**config.mk**
```make
export PLATFORM = sky130hd
export DESIGN_NAME = trtn_div_cell
export DESIGN_NICKNAME = d
export VERILOG_FILES = /design/src/rtl/trtn_pkg.sv /design/src/rtl/trtn_div_cell.sv
export SDC_FILE = /design/constraint.sdc
export NUM_CORES = 1
export LEC_CHECK = 0
export BUFFER_PORTS_ARGS = -buffer_cell sky130_fd_sc_hd__buf_2
export CORE_AREA = 3 3 269 271
export CTS_CLUSTER_DIAMETER = 60
export DETAILED_ROUTE_END_ITERATION = 10
export DIE_AREA = 0 0 272 274
export GPL_TIMING_DRIVEN = 0
export HOLD_SLACK_MARGIN = 0.06
export PLACE_DENSITY_LB_ADDON = 0.3
export SLEW_MARGIN = 20
export SYNTH_ARGS = -nofsm -noshare
export SYNTH_HDL_FRONTEND = slang
export SYNTH_SLANG_ARGS = --single-unit
```
**constraint.sdc**
```tcl
create_clock -name clock -period 14.4 [get_ports clock]
set_clock_uncertainty 0.05 [all_clocks]
set_input_delay 4.32 -clock clock [delete_from_list [all_inputs] [get_ports clock]]
set_output_delay 4.32 -clock clock [all_outputs]
set_load 0.02 [all_outputs]
```
**src/rtl/trtn_pkg.sv**
```systemverilog
`timescale 1ns / 1ps
package trtn_pkg;

   // Coordinate and normal formats.
   localparam int COORD_BITS       = 24;
   localparam int NORMAL_FRAC_BITS = 15;

   // Derived widths.
   localparam int DW   = COORD_BITS + 1;        // edge vector component
   localparam int PW   = 2 * DW;                // one cross product term
   localparam int CW   = PW + 1;                // cross product component, signed
   localparam int MW   = PW;                    // cross product magnitude
   localparam int LW   = MW / 2;                // low half for squaring
   localparam int HW   = MW - LW;               // high half for squaring
   localparam int SW   = 2 * MW + 2;            // sum of squares
   localparam int RW   = SW / 2;                // square root
   localparam int QB   = NORMAL_FRAC_BITS + 1;  // quotient bits per normal lane
   localparam int NW   = NORMAL_FRAC_BITS + 1;  // normal field width
   localparam int AW   = 2 * COORD_BITS + 1;    // area field width
   localparam int UW   = COORD_BITS + 3;        // biased vertex sum
   localparam int CS   = UW + 2;                // reciprocal shift for divide by 3
   localparam int UPW  = UW + CS;

   localparam logic [CS-1:0] RECIP3 = CS'((longint'(1) << CS) / 3 + 1);
   localparam logic [UW-1:0] SUM_BIAS = UW'(3 * (longint'(1) << COORD_BITS) + 1);
   localparam logic [NW-1:0] NORMAL_MAX = NW'((longint'(1) << NORMAL_FRAC_BITS) - 1);

   typedef struct packed {
      logic signed [COORD_BITS-1:0] vertex0_x;
      logic signed [COORD_BITS-1:0] vertex0_y;
      logic signed [COORD_BITS-1:0] vertex0_z;
      logic signed [COORD_BITS-1:0] vertex1_x;
      logic signed [COORD_BITS-1:0] vertex1_y;
      logic signed [COORD_BITS-1:0] vertex1_z;
      logic signed [COORD_BITS-1:0] vertex2_x;
      logic signed [COORD_BITS-1:0] vertex2_y;
      logic signed [COORD_BITS-1:0] vertex2_z;
   } req_type;

   typedef struct packed {
      logic        [AW-1:0]         area;
      logic signed [NW-1:0]         normal_x;
      logic signed [NW-1:0]         normal_y;
      logic signed [NW-1:0]         normal_z;
      logic signed [COORD_BITS-1:0] centroid_x;
      logic signed [COORD_BITS-1:0] centroid_y;
      logic signed [COORD_BITS-1:0] centroid_z;
      logic                         degenerate;
   } rsp_type;

   // Data that rides along the square root chain.
   typedef struct packed {
      logic [2:0]                 neg;
      logic [2:0][MW-1:0]         mag;
      logic [2:0][COORD_BITS-1:0] cen;
   } side_type;

   // One square root cell's register set.
   typedef struct packed {
      logic          valid;
      logic [SW-1:0] s;
      logic [RW-1:0] root;
      logic [RW:0]   rem;
      side_type      side;
   } sq_type;

   // One divider cell's register set, three lanes for x, y and z.
   typedef struct packed {
      logic                       valid;
      logic [RW-1:0]              root;
      logic [QB-1:0]              nlo;
      logic [2:0][RW:0]           rem;
      logic [2:0][QB-1:0]         q;
      logic [2:0]                 neg;
      logic [2:0][COORD_BITS-1:0] cen;
   } dv_type;

endpackage

```
**src/rtl/trtn_div_cell.sv**
```systemverilog
`timescale 1ns / 1ps
module trtn_div_cell import trtn_pkg::*; (
   input  logic   clock,
   input  logic   reset,
   input  logic   en,
   input  dv_type in_cell,
   output dv_type out_cell
);

   dv_type        cell_ff;
   logic [RW+1:0] t   [3];
   logic [RW+1:0] den;
   logic [2:0]    take;

   // One quotient bit per lane per cell, divisor is twice the root.
   always_comb begin
      den = (RW+2)'({in_cell.root, 1'b0});
      for (int k = 0; k < 3; k++) begin
         t[k]    = {in_cell.rem[k], in_cell.nlo[QB-1]};
         take[k] = (t[k] >= den);
      end
   end

   always_ff @(posedge clock) begin
      if (reset) begin
         cell_ff.valid <= 1'b0;
      end else if (en) begin
         cell_ff.valid <= in_cell.valid;
      end
   end

   always_ff @(posedge clock) begin
      if (en) begin
         cell_ff.root <= in_cell.root;
         cell_ff.nlo  <= in_cell.nlo << 1;
         for (int k = 0; k < 3; k++) begin
            cell_ff.rem[k] <= take[k] ? (RW+1)'(t[k] - den) : (RW+1)'(t[k]);
            cell_ff.q[k]   <= {in_cell.q[k][QB-2:0], take[k]};
         end
         cell_ff.neg <= in_cell.neg;
         cell_ff.cen <= in_cell.cen;
      end
   end

   assign out_cell = cell_ff;

endmodule

```
==> impl_metrics.csv <==
group,metric,value,unit
timing,max_freq,0.103,GHz
timing,setup-violations-final,0,
worst_setup_path,critPathKind,"in2reg",
drt,via_per_inst,5.06,
placed_design,hpwl,74700,microns
timing,holdWs,0.439,ns
yosys,synth_top_cell_by_area,"edfxtp_1",
grt,overflow,0,
final_layout,fillers,7087,
floorplanning,coreArea,0.0700,sq mm
cts,cts.sinks,344,
cts,numCtsBuffers,49,
floorplanning,dieArea,0.0745,sq mm
floorplanning,rows,97,
power_and_ir_drop,ir_drop,0.0000773,V
drt,drc,0,
yosys,synth_top_area_frac,0.493,
power_and_ir_drop,power_density,128,mW/mm^2
yosys,ys_ff_latch,344,
cts,cts_setup_buffers,0,
grt,grt_antenna_before_repair,30,
placed_design,place_congestion,0.910,
final_layout,syn2layout_area_growth,31.2,%
floorplanning,start_util,0.298,
timing,timing.slew.headroom,0.311,
drt,postRouteAntennaNets,0,
cts,holdBufCountCts,0,
worst_setup_path,cp.arrival,10.01,ns
timing,fin_crit_sh,0.675,
yosys,synth_ff_type,"edfxtp_1",
grt,grt_start_max_net_pins,98,
drt,route.vias.total,18808,
run_status,outcome,"finished, final reports clean",
yosys,synth_area_leaders,"edfxtp_1, ha_1, a21oi_1",
drt,wl_per_cell,24.0,microns
timing,hold_violations,0,
worst_hold_path,worstHoldEndpoint,"out_cell[346]",
floorplanning,die_x,272,microns
cts,ctsHtreeMaxLevel,2,
timing,setup_tns,0,ns
final_layout,drive_above_1_share,0.309,
grt,first_global_vias,17994,
yosys,syn-instance-count,1973,
yosys,ys_types,73,
grt,track_usage,0.228,
worst_hold_path,min_from,"out_cell[346]",
drt,drt_iter0_markers,1311,
yosys,synthTopCellsByCount,"edfxtp_1, nand2_1, a21oi_1, o21ai_0, ha_1",
placed_design,io_buffers,692,
cts,cts_resized,0,
yosys,syn-num-nets,2479,
yosys,synth_area,0.0209,sq mm
placed_design,placed_cells,3609,
worst_setup_path,r2r_end,"out_cell[346]",
grt,grt_pass1_wl,123000,microns
yosys,async_reset_ff_frac,0,
yosys,synth_area_per_cell,10.6,sq um
worst_setup_path,cp-end-kind,"register",
power_and_ir_drop,total_power,3.50,mW
worst_setup_path,crit_start,"in_cell[295]",
final_layout,fin_cells,3718,
yosys,ys_seq_area_frac,0.494,
cts,clock_latency,0.60,ns
drt,first_pass_iters,5,
timing,rsz0062_at_grt,"false",
cts,cts_max_path_buffers,3,
worst_setup_path,crit_required,14.70,ns
worst_setup_path,r2r_slack,13.77,ns
job,timing.max_cap.violations,0,
drt,wirelength,89400,microns
cts,path_clk_slew,0.06,ns
worst_hold_path,worst_hold_path_type,"reg2reg",
timing,tightest_slew,1.03,ns
final_layout,nets,3226,
power_and_ir_drop,power_leakage,11.8,nW
worst_setup_path,crit_fanout,10,
timing,maxSlewViolCount,0,
worst_setup_path,startpoint_type,"input pin",
cts,cts_tree,"done",
floorplanning,chipHeight,274,microns
timing,finalCriticalPeriod,9.72,ns
yosys,ys_warn_count,0,
worst_setup_path,r2r_start,"out_cell[346]",
worst_hold_path,hold_depth,2,
yosys,synth-edff-count,343,
yosys,yosysMostFrequentCell,"edfxtp_1",
worst_setup_path,reg2reg_depth,2,
cts,cts_root_buf,"clkbuf_16",
final_layout,largest_register_ffs,344,
floorplanning,io_pins,697,
[layout by cell type (no fill, tap or decap), types with 13 or more instances in the layout]
| cell | instances |
|---|---|
| nor2_1 | 88 |
| nand2_1 | 212 |
| buf_2 | 696 |
| clkbuf_16 | 49 |
| clkbuf_1 | 70 |
| xor2_1 | 57 |
| inv_1 | 91 |
| mux2_2 | 51 |
| nand3_1 | 39 |
| o21bai_1 | 36 |
| o21ai_1 | 19 |
| nand2b_1 | 19 |
| o31ai_1 | 13 |
| diode_2 | 18 |
| nand4_1 | 32 |
| o21ai_0 | 165 |
| a211oi_1 | 15 |
| edfxtp_1 | 343 |
| nor2b_1 | 18 |
| xnor2_1 | 83 |
| a21oi_1 | 184 |
| a31oi_1 | 19 |
| a21o_1 | 77 |
| ha_1 | 153 |
| and3_1 | 22 |
| nor3_1 | 18 |
[cell type report]
cell class | count | area (sq um) | area share
inverters | 92 | 345 | 0.0126
repair buffers | 696 | 3580 | 0.131
clock buffers | 54 | 1250 | 0.0458
diodes | 18 | 45.0 | 0.00164
clock inverters | 37 | 447 | 0.0163
multi-input cells | 1457 | 9890 | 0.361
flip-flops and latches | 344 | 10300 | 0.377
plain buffers | 80 | 334 | 0.0122
well taps | 940 | 1180 | 0.0429
[how the worst max path moves through the flow]
stage	to	cells after the start
4_1_cts	out_cell[171]	15
2_1_floorplan	out_cell[124]	14
3_5_place_dp	out_cell[171]	15
5_1_grt	out_cell[171]	15
6_report	out_cell[171]	15
3_3_place_gp	out_cell[171]	15
[power breakdown]
group | switching (mW) | total [mW] | leakage, nW | internal, mW
registers | 0.0299 | 1.28 | 3.36 | 1.25
clock network | 0.488 | 1.27 | 0.823 | 0.779
logic | 0.624 | 0.957 | 7.64 | 0.333
[per-layer routing]
metal | share of wire | track usage
met5 | 0.0018 | 0
met4 | 0.027 | 0.0623
met3 | 0.088 | 0.0700
met2 | 0.49 | 0.401
met1 | 0.39 | 0.268
[cells by family after synthesis]
logic type / after synthesis / share of synthesized area
other cells: 1 / 0.000180
mux: 59 / 0.0315
fa+ha+maj: 156 / 0.0946
buf+inv: 172 / 0.0325
compound gates: 614 / 0.180
simple gates: 487 / 0.108
flops: 344 / 0.494
xor+xnor: 140 / 0.0587
[worst max-delay path, stage by stage]
cell and delay [ns]:
buf_2 0.19, ha_1 0.20, inv_1 0.05, fa_1 0.42
a211oi_1 0.32, o211ai_1 0.26, a41oi_1 0.62, a2111oi_0 0.34
nor3_1 0.51, o21ai_0 0.36, a41oi_2 0.70, clkbuf_2 0.60
clkbuf_1 0.75, nand2_1 0.16, o31ai_1 0.15
[stage by stage]
step | util | area (sq um) | setup slack [ns]
final | 0.391 | 27400 | 4.68
after floorplan | - | 20900 | 6.53
after global routing | 0.391 | 27400 | 4.41
after detailed placement | 0.366 | 25600 | 4.01
after CTS | 0.391 | 27400 | 4.58
after global placement | 0.364 | 25500 | 3.06
No activity file was read; power rests on OpenSTA's default activity.
