File: src/rtl/trtn_pkg.sv
`timescale 1ns / 1ps
package trtn_pkg;

   // Coordinate and normal formats.
   localparam int COORD_BITS       = 24;
   localparam int NORMAL_FRAC_BITS = 15;

   // Derived widths.
   localparam int DW   = COORD_BITS + 1;        // edge vector component
   localparam int PW   = 2 * DW;                // one cross product term
   localparam int CW   = PW + 1;                // cross product component, signed
   localparam int MW   = PW;                    // cross product magnitude
   localparam int LW   = MW / 2;                // low half for squaring
   localparam int HW   = MW - LW;               // high half for squaring
   localparam int SW   = 2 * MW + 2;            // sum of squares
   localparam int RW   = SW / 2;                // square root
   localparam int QB   = NORMAL_FRAC_BITS + 1;  // quotient bits per normal lane
   localparam int NW   = NORMAL_FRAC_BITS + 1;  // normal field width
   localparam int AW   = 2 * COORD_BITS + 1;    // area field width
   localparam int UW   = COORD_BITS + 3;        // biased vertex sum
   localparam int CS   = UW + 2;                // reciprocal shift for divide by 3
   localparam int UPW  = UW + CS;

   localparam logic [CS-1:0] RECIP3 = CS'((longint'(1) << CS) / 3 + 1);
   localparam logic [UW-1:0] SUM_BIAS = UW'(3 * (longint'(1) << COORD_BITS) + 1);
   localparam logic [NW-1:0] NORMAL_MAX = NW'((longint'(1) << NORMAL_FRAC_BITS) - 1);

   typedef struct packed {
      logic signed [COORD_BITS-1:0] vertex0_x;
      logic signed [COORD_BITS-1:0] vertex0_y;
      logic signed [COORD_BITS-1:0] vertex0_z;
      logic signed [COORD_BITS-1:0] vertex1_x;
      logic signed [COORD_BITS-1:0] vertex1_y;
      logic signed [COORD_BITS-1:0] vertex1_z;
      logic signed [COORD_BITS-1:0] vertex2_x;
      logic signed [COORD_BITS-1:0] vertex2_y;
      logic signed [COORD_BITS-1:0] vertex2_z;
   } req_type;

   typedef struct packed {
      logic        [AW-1:0]         area;
      logic signed [NW-1:0]         normal_x;
      logic signed [NW-1:0]         normal_y;
      logic signed [NW-1:0]         normal_z;
      logic signed [COORD_BITS-1:0] centroid_x;
      logic signed [COORD_BITS-1:0] centroid_y;
      logic signed [COORD_BITS-1:0] centroid_z;
      logic                         degenerate;
   } rsp_type;

   // Data that rides along the square root chain.
   typedef struct packed {
      logic [2:0]                 neg;
      logic [2:0][MW-1:0]         mag;
      logic [2:0][COORD_BITS-1:0] cen;
   } side_type;

   // One square root cell's register set.
   typedef struct packed {
      logic          valid;
      logic [SW-1:0] s;
      logic [RW-1:0] root;
      logic [RW:0]   rem;
      side_type      side;
   } sq_type;

   // One divider cell's register set, three lanes for x, y and z.
   typedef struct packed {
      logic                       valid;
      logic [RW-1:0]              root;
      logic [QB-1:0]              nlo;
      logic [2:0][RW:0]           rem;
      logic [2:0][QB-1:0]         q;
      logic [2:0]                 neg;
      logic [2:0][COORD_BITS-1:0] cen;
   } dv_type;

endpackage

File: src/rtl/trtn_sqrt_cell.sv
`timescale 1ns / 1ps
module trtn_sqrt_cell import trtn_pkg::*; (
   input  logic   clock,
   input  logic   reset,
   input  logic   en,
   input  sq_type in_cell,
   output sq_type out_cell
);

   sq_type        cell_ff;
   logic [RW+2:0] t;
   logic [RW+2:0] trial;
   logic          take;

   // One root bit per cell: bring in two radicand bits, try 4*root+1.
   always_comb begin
      t     = {in_cell.rem[RW:0], in_cell.s[SW-1:SW-2]};
      trial = (RW+3)'({in_cell.root, 2'b01});
      take  = (t >= trial);
   end

   always_ff @(posedge clock) begin
      if (reset) begin
         cell_ff.valid <= 1'b0;
      end else if (en) begin
         cell_ff.valid <= in_cell.valid;
      end
   end

   always_ff @(posedge clock) begin
      if (en) begin
         cell_ff.s    <= in_cell.s << 2;
         cell_ff.root <= {in_cell.root[RW-2:0], take};
         cell_ff.rem  <= take ? (RW+1)'(t - trial) : (RW+1)'(t);
         cell_ff.side <= in_cell.side;
      end
   end

   assign out_cell = cell_ff;

endmodule

File: config.mk
export PLATFORM = sky130hd
export DESIGN_NAME = trtn_sqrt_cell
export DESIGN_NICKNAME = d
export VERILOG_FILES = /design/src/rtl/trtn_pkg.sv /design/src/rtl/trtn_sqrt_cell.sv
export SDC_FILE = /design/constraint.sdc
export NUM_CORES = 1
export LEC_CHECK = 0
export BUFFER_PORTS_ARGS = -buffer_cell sky130_fd_sc_hd__buf_4
export CAP_MARGIN = 20
export CORE_AREA = 2 2 338 340
export CTS_BUF_LIST = sky130_fd_sc_hd__clkbuf_16
export CTS_CLUSTER_SIZE = 14
export DETAILED_ROUTE_END_ITERATION = 6
export DIE_AREA = 0 0 340 342
export PLACE_DENSITY_LB_ADDON = 0.12
export SETUP_SLACK_MARGIN = 0.2
export SYNTH_ARGS = -nofsm -noshare
export SYNTH_HDL_FRONTEND = slang
export SYNTH_SLANG_ARGS = --single-unit
File: constraint.sdc
create_clock -name clock -period 4.8 [get_ports clock]
set_clock_uncertainty 0.1 [all_clocks]
set_input_delay 0.72 -clock clock [delete_from_list [all_inputs] [get_ports clock]]
set_output_delay 0.72 -clock clock [all_outputs]
set_load 0.01 [all_outputs]
==> flow_summary.ini, run 1 <==
[cells_and_area]
finalNonFillerCells = 3464
nNetsFinal = 2387
drive_gt1_share_pct = 51.95
largest_reg_flops = 429
postLayoutCoreUtil_pct = 23.90
layout_common_cells = 873 x buf_4, 428 x edfxtp_1, 82 x inv_1
layout_commonest_cell = buf_4
syn2layout_area_growth_pct = 61.16

[cts]
postCtsSetupBuffers = 0
h-tree-depth = 2
ctsResizeCount = 0
root_buffer = clkbuf_16
clock-sinks = 429
cts_buffers = 57
clockBufferDepth = 3
cts_tree = yes
path_clk_slew_ns = 0.06
clkLatencyLatePin_ns = 0.64
hold_buffers = 0

[global_routing]
grt_pass1_vias = 13080
antenna_found_initial = 36
grt_overflow = 0
grt_pass1_wl_um = 115400
grt_max_degree = 94
grt_usage_pct = 14.49

[sta]
rsz0062_at_grt = no
finalCritPeriodShare_pct = 78.28
setup_ws_ns = 1.042
slew_violations = 0
slew_headroom_pct = 44.03
fmax_mhz = 266.1
final-setup-viol-count = 0
tns_ns = 0
whs_ns = 0.1253
worst_pin_slew_ns = 0.8395
layout_min_cycle_time_ns = 3.758
finalHoldViolations = 0

[routing]
wl_per_cell_um = 25.40
drc = 0
drtAntennaViolNets = 0
wl_um = 87990
dr_total_vias = 12470
via_per_inst = 3.600
first_iter_violations = 584
firstDrtPassIters = 5

[floorplanning]
initial_core_util_pct = 14.83
coreArea_um2 = 113100
die_y_um = 342
dieWidth_um = 340
placementRows = 124
ioPinCount = 865
die_area_um2 = 116300

[yosys]
yosysTopAreaCell = edfxtp_1
ys_async_sr_fraction_pct = 0
ys_types = 64
ys.flop_type = edfxtp_1
ys_warn_count = 0
synth.ff_latch_count = 429
avgSynthCellArea_um2 = 17.08
synth_top_area_share_pct = 76.62
seq_area_frac_synth_pct = 76.74
syn_inst = 982
synthTopCellsByArea = edfxtp_1 77%, ha_1 4.0%, mux2_2 3.2%
netlist_area_um2 = 16770
synth_edf_count = 428

[worst_setup_path]
crit_path_max_fanout = 5
cp-end-kind = flip-flop
cp_data_arrival_time_ns = 4.06
path_class = in -> reg
reg2reg_depth = 2
worstReg2RegEnd = out_cell[430]
start_kind = primary input
reg2reg_slack_ns = 4.12
worstPathRequired_ns = 5.10
r2r_start = out_cell[430]

[placed_design]
hpwl_um = 72380
post-place-cells = 3353
gp_congestion = 0.8479
numPortBuffers = 862
dpl_worst_slack_ns = 0.3937

[pwr]
p_leak_nw = 11.18
switchingPower_mw = 2.831
comb_power_share_pct = 17.3
internal-power_mw = 7.796
ir_drop_mv = 0.2514
power_frac_seq_pct = 43.5
switching_share_pct = 26.64
power_density_nw_per_um2 = 393.1
clockPowerShare_pct = 39.3

[min_path]
worst_hold_path_type = in -> reg
hold_end = out_cell[430]
hold_start = reset
holdPathStages = 2

[run_status]
status = complete, no violations

[job]
max_cap_violations = 0
## kinds of logic after synthesis
group,share of synthesized area [%]
xor+xnor,2.558
mux,3.409
fa+ha+maj,3.953
other cells,0.02235
buf+inv,2.267
compound gates,6.997
simple gates,4.058
flops,76.74
## Yosys cell counts (all sizes together), types with 3 or more instances
library cell	instances
o21ai	34
a41oi	3
and2	7
and3	6
clkbuf	7
nand4	11
o21a	5
inv	65
o21bai	14
a21o	16
o31ai	7
xnor2	31
or3	4
mux2	49
nand2	42
ha	53
nor4	4
o211ai	6
nand3	10
a31oi	6
nand2b	4
buf	14
a221oi	3
nor3	9
edfxtp	428
or4	3
nor2	29
a21oi	60
xor2	18
## layer usage
metal	part of all wire [%]	wire, µm	track usage (%)
met1	35	31220	15.11
met2	52	45550	26.11
met3	10	8772	6.547
met4	2.5	2222	4.047
met5	0.25	224	0
## critical path, stage by stage
cell and delay (ns):
buf_4 0.09, inv_1 0.04, ha_1 0.23, or3_1 0.40, o22ai_1 0.30, o2bb2ai_1 0.23, nor4b_4 0.48, o31ai_1 0.21
a21oi_1 0.55, o21ai_0 0.31, xor2_1 0.22, mux2_2 0.28
## final cells by class
cell class              instances  area [µm²]
fillers                     11980       86070
flip-flops and latches        429       12870
repair buffers                879        6669
multi-input cells             468        3526
well taps                    1512        1892
clock buffers                  58        1451
clock inverters                47       365.4
inverters                      65       244.0
diodes                          6       15.01
## worst max path at each step
stage	from	endpoint	slack, ns	cells past startpoint
3_3_place_gp	in_cell[227]	out_cell[260]	0.38	11
6_report	in_cell[279]	out_cell[260]	1.04	12
5_1_grt	in_cell[279]	out_cell[260]	0.97	12
3_5_place_dp	in_cell[279]	out_cell[260]	0.39	12
4_1_cts	in_cell[279]	out_cell[260]	1.12	12
2_1_floorplan	in_cell[308]	out_cell[268]	1.33	11
## per-stage QoR
stage                     cell area, µm²  power (mW)
after global placement             25200       6.589
final                              27030       10.63
after global routing               27020       11.12
after detailed placement           25200       6.580
after floorplan                    16780       5.333
after CTS                          27020       10.89
## power groups by stage
| stage | sequential [mW] | clock (mW) | combinational (mW) |
|---|---|---|---|
| after floorplan | 4.86 | 0 | 0.469 |
| after global placement | 4.70 | 0 | 1.89 |
| after detailed placement | 4.70 | 0 | 1.88 |
| after CTS | 4.63 | 4.37 | 1.89 |
| after global routing | 4.65 | 4.50 | 1.97 |
| final | 4.62 | 4.17 | 1.83 |
Note: power is estimated with default switching activity, not from simulation.
==> run 2, diff against run 1 <==
- clock period: 4.8 -> 3.2 ns (I/O delays scaled with it)
==> flow_summary.ini, run 2 (same netlist as run 1, synthesis figures left out) <==
[sta]
final-setup-viol-count = 0
whs_ns = 0.07180
worst_pin_slew_ns = 0.7003
fmax_mhz = 337.2
finalCritPeriodShare_pct = 92.68
slew_violations = 0
slew_headroom_pct = 53.31
layout_min_cycle_time_ns = 2.966
rsz0062_at_grt = no
finalHoldViolations = 0

[cts]
clkLatencyLatePin_ns = 0.63
path_clk_slew_ns = 0.06
root_buffer = clkbuf_16
clock-sinks = 429
cts_buffers = 56
h-tree-depth = 2
clockBufferDepth = 3
cts_tree = yes

[pwr]
ir_drop_mv = 0.3463
power_density_nw_per_um2 = 509.5
p_leak_nw = 13.86
power_mw = 16.70

[worst_setup_path]
worstPathRequired_ns = 3.48
path_class = in -> reg
cp-end-kind = flip-flop
start_kind = primary input
cp_data_arrival_time_ns = 3.25
crit_path_max_fanout = 8

[routing]
drtAntennaViolNets = 0
drc = 0
via_per_inst = 3.623
wl_per_cell_um = 22.77
dr_total_vias = 14670
first_iter_violations = 621
wl_um = 92210
firstDrtPassIters = 4

[placed_design]
gp_congestion = 0.8613
numPortBuffers = 862
hpwl_um = 73350
postPlaceCellArea_um2 = 26860

[cells_and_area]
nNetsFinal = 2974
fin_area_um2 = 32790
drive_gt1_share_pct = 48.70
largest_reg_flops = 429
layout_commonest_cell = buf_4
syn2layout_area_growth_pct = 95.44
layout_common_cells = 1,054 x buf_4, 428 x edfxtp_1, 399 x dlygate4sd3_1

[min_path]
worst_hold_path_type = in -> reg

[global_routing]
grt_max_degree = 60
grt_pass1_wl_um = 122600
grt_overflow = 0
antenna_found_initial = 31
grt_usage_pct = 14.98
grt_pass1_vias = 15590

[run_status]
status = complete, no violations

[floorplanning]
placementRows = 124
die_y_um = 342
coreArea_um2 = 113100
die_area_um2 = 116300
initial_core_util_pct = 14.83
ioPinCount = 865
dieWidth_um = 340

[job]
max_cap_violations = 0
run 2: cell types whose count changed in the layout (fill, tap and decap cells not counted), sizes merged:
| cell | delta |
|---|---|
| inv | -7 |
| dlygate4sd3 | +399 |
| clkbuf | -1 |
| diode | +2 |
| clkinvlp | +1 |
| clkinv | +5 |
| buf | +188 |
| bufinv | -1 |
run 2: worst paths after layout:
check                start       endpoint  slack [ns]  cells past startpoint
max           in_cell[279]  out_cell[266]        0.23                     16
min           in_cell[251]  out_cell[253]        0.07                      2
max reg2reg  out_cell[430]  out_cell[430]        1.97                      3
min reg2reg  out_cell[430]  out_cell[430]        0.93                      3
run 2: layout make-up:
class,instances,area (µm²)
clock buffer,56,1401
antenna,8,20.02
tap,1512,1892
sequential,429,12870
inverter,65,261.5
fill,11740,80320
multi-input combinational,468,3815
timing repair buffer,1467,12190
clock inverter,45,337.8
run 2: through the flow:
stage	std cells	setup slack (ns)	TNS (ns)	utilization, %
final	4050	0.2342	0	28.99
after global placement	3536	-0.5601	-18.18	23.75
after detailed placement	3536	-0.5421	-17.81	23.75
after CTS	4037	0.2224	0	28.83
after global routing	4048	0.1857	0	28.98
after floorplan	983	0.04611	0	-
run 2: what timing repair did:
| item | CTS | global route |
|---|---|---|
| endpoints found under the setup margin | 1 | 44 |
| resized for setup | 0 | 19 |
| endpoints found under the hold margin | 398 | 0 |
| buffers inserted | 1 | 3 |
| hold buffers | 399 | 0 |
| cloned | 0 | 2 |
| pin swaps | 1 | 4 |
run 2: per-layer routing:
layer	GRT usage [%]	wire [µm]	vias up
met5	0	127	-
met4	4.434	2815	20
met3	5.398	7530	125
met2	27.71	48320	554
met1	15.82	33410	7171
li1	-	-	6802
run 2: power breakdown:
part	switching [mW]	internal, mW
sequential	0.160	6.77
clock	2.71	3.43
combinational	1.67	1.96
run 2: critical path, cell delays in order:
cell	delay [ns]
buf_4	0.13
inv_1	0.05
ha_1	0.28
o21a_1	0.18
o31a_1	0.20
o21ai_1	0.08
o211ai_1	0.26
buf_4	0.22
a21oi_4	0.06
buf_12	0.14
o21ai_4	0.15
a41oi_4	0.13
o21ai_4	0.18
buf_4	0.17
clkbuf_16	0.18
mux2_2	0.33
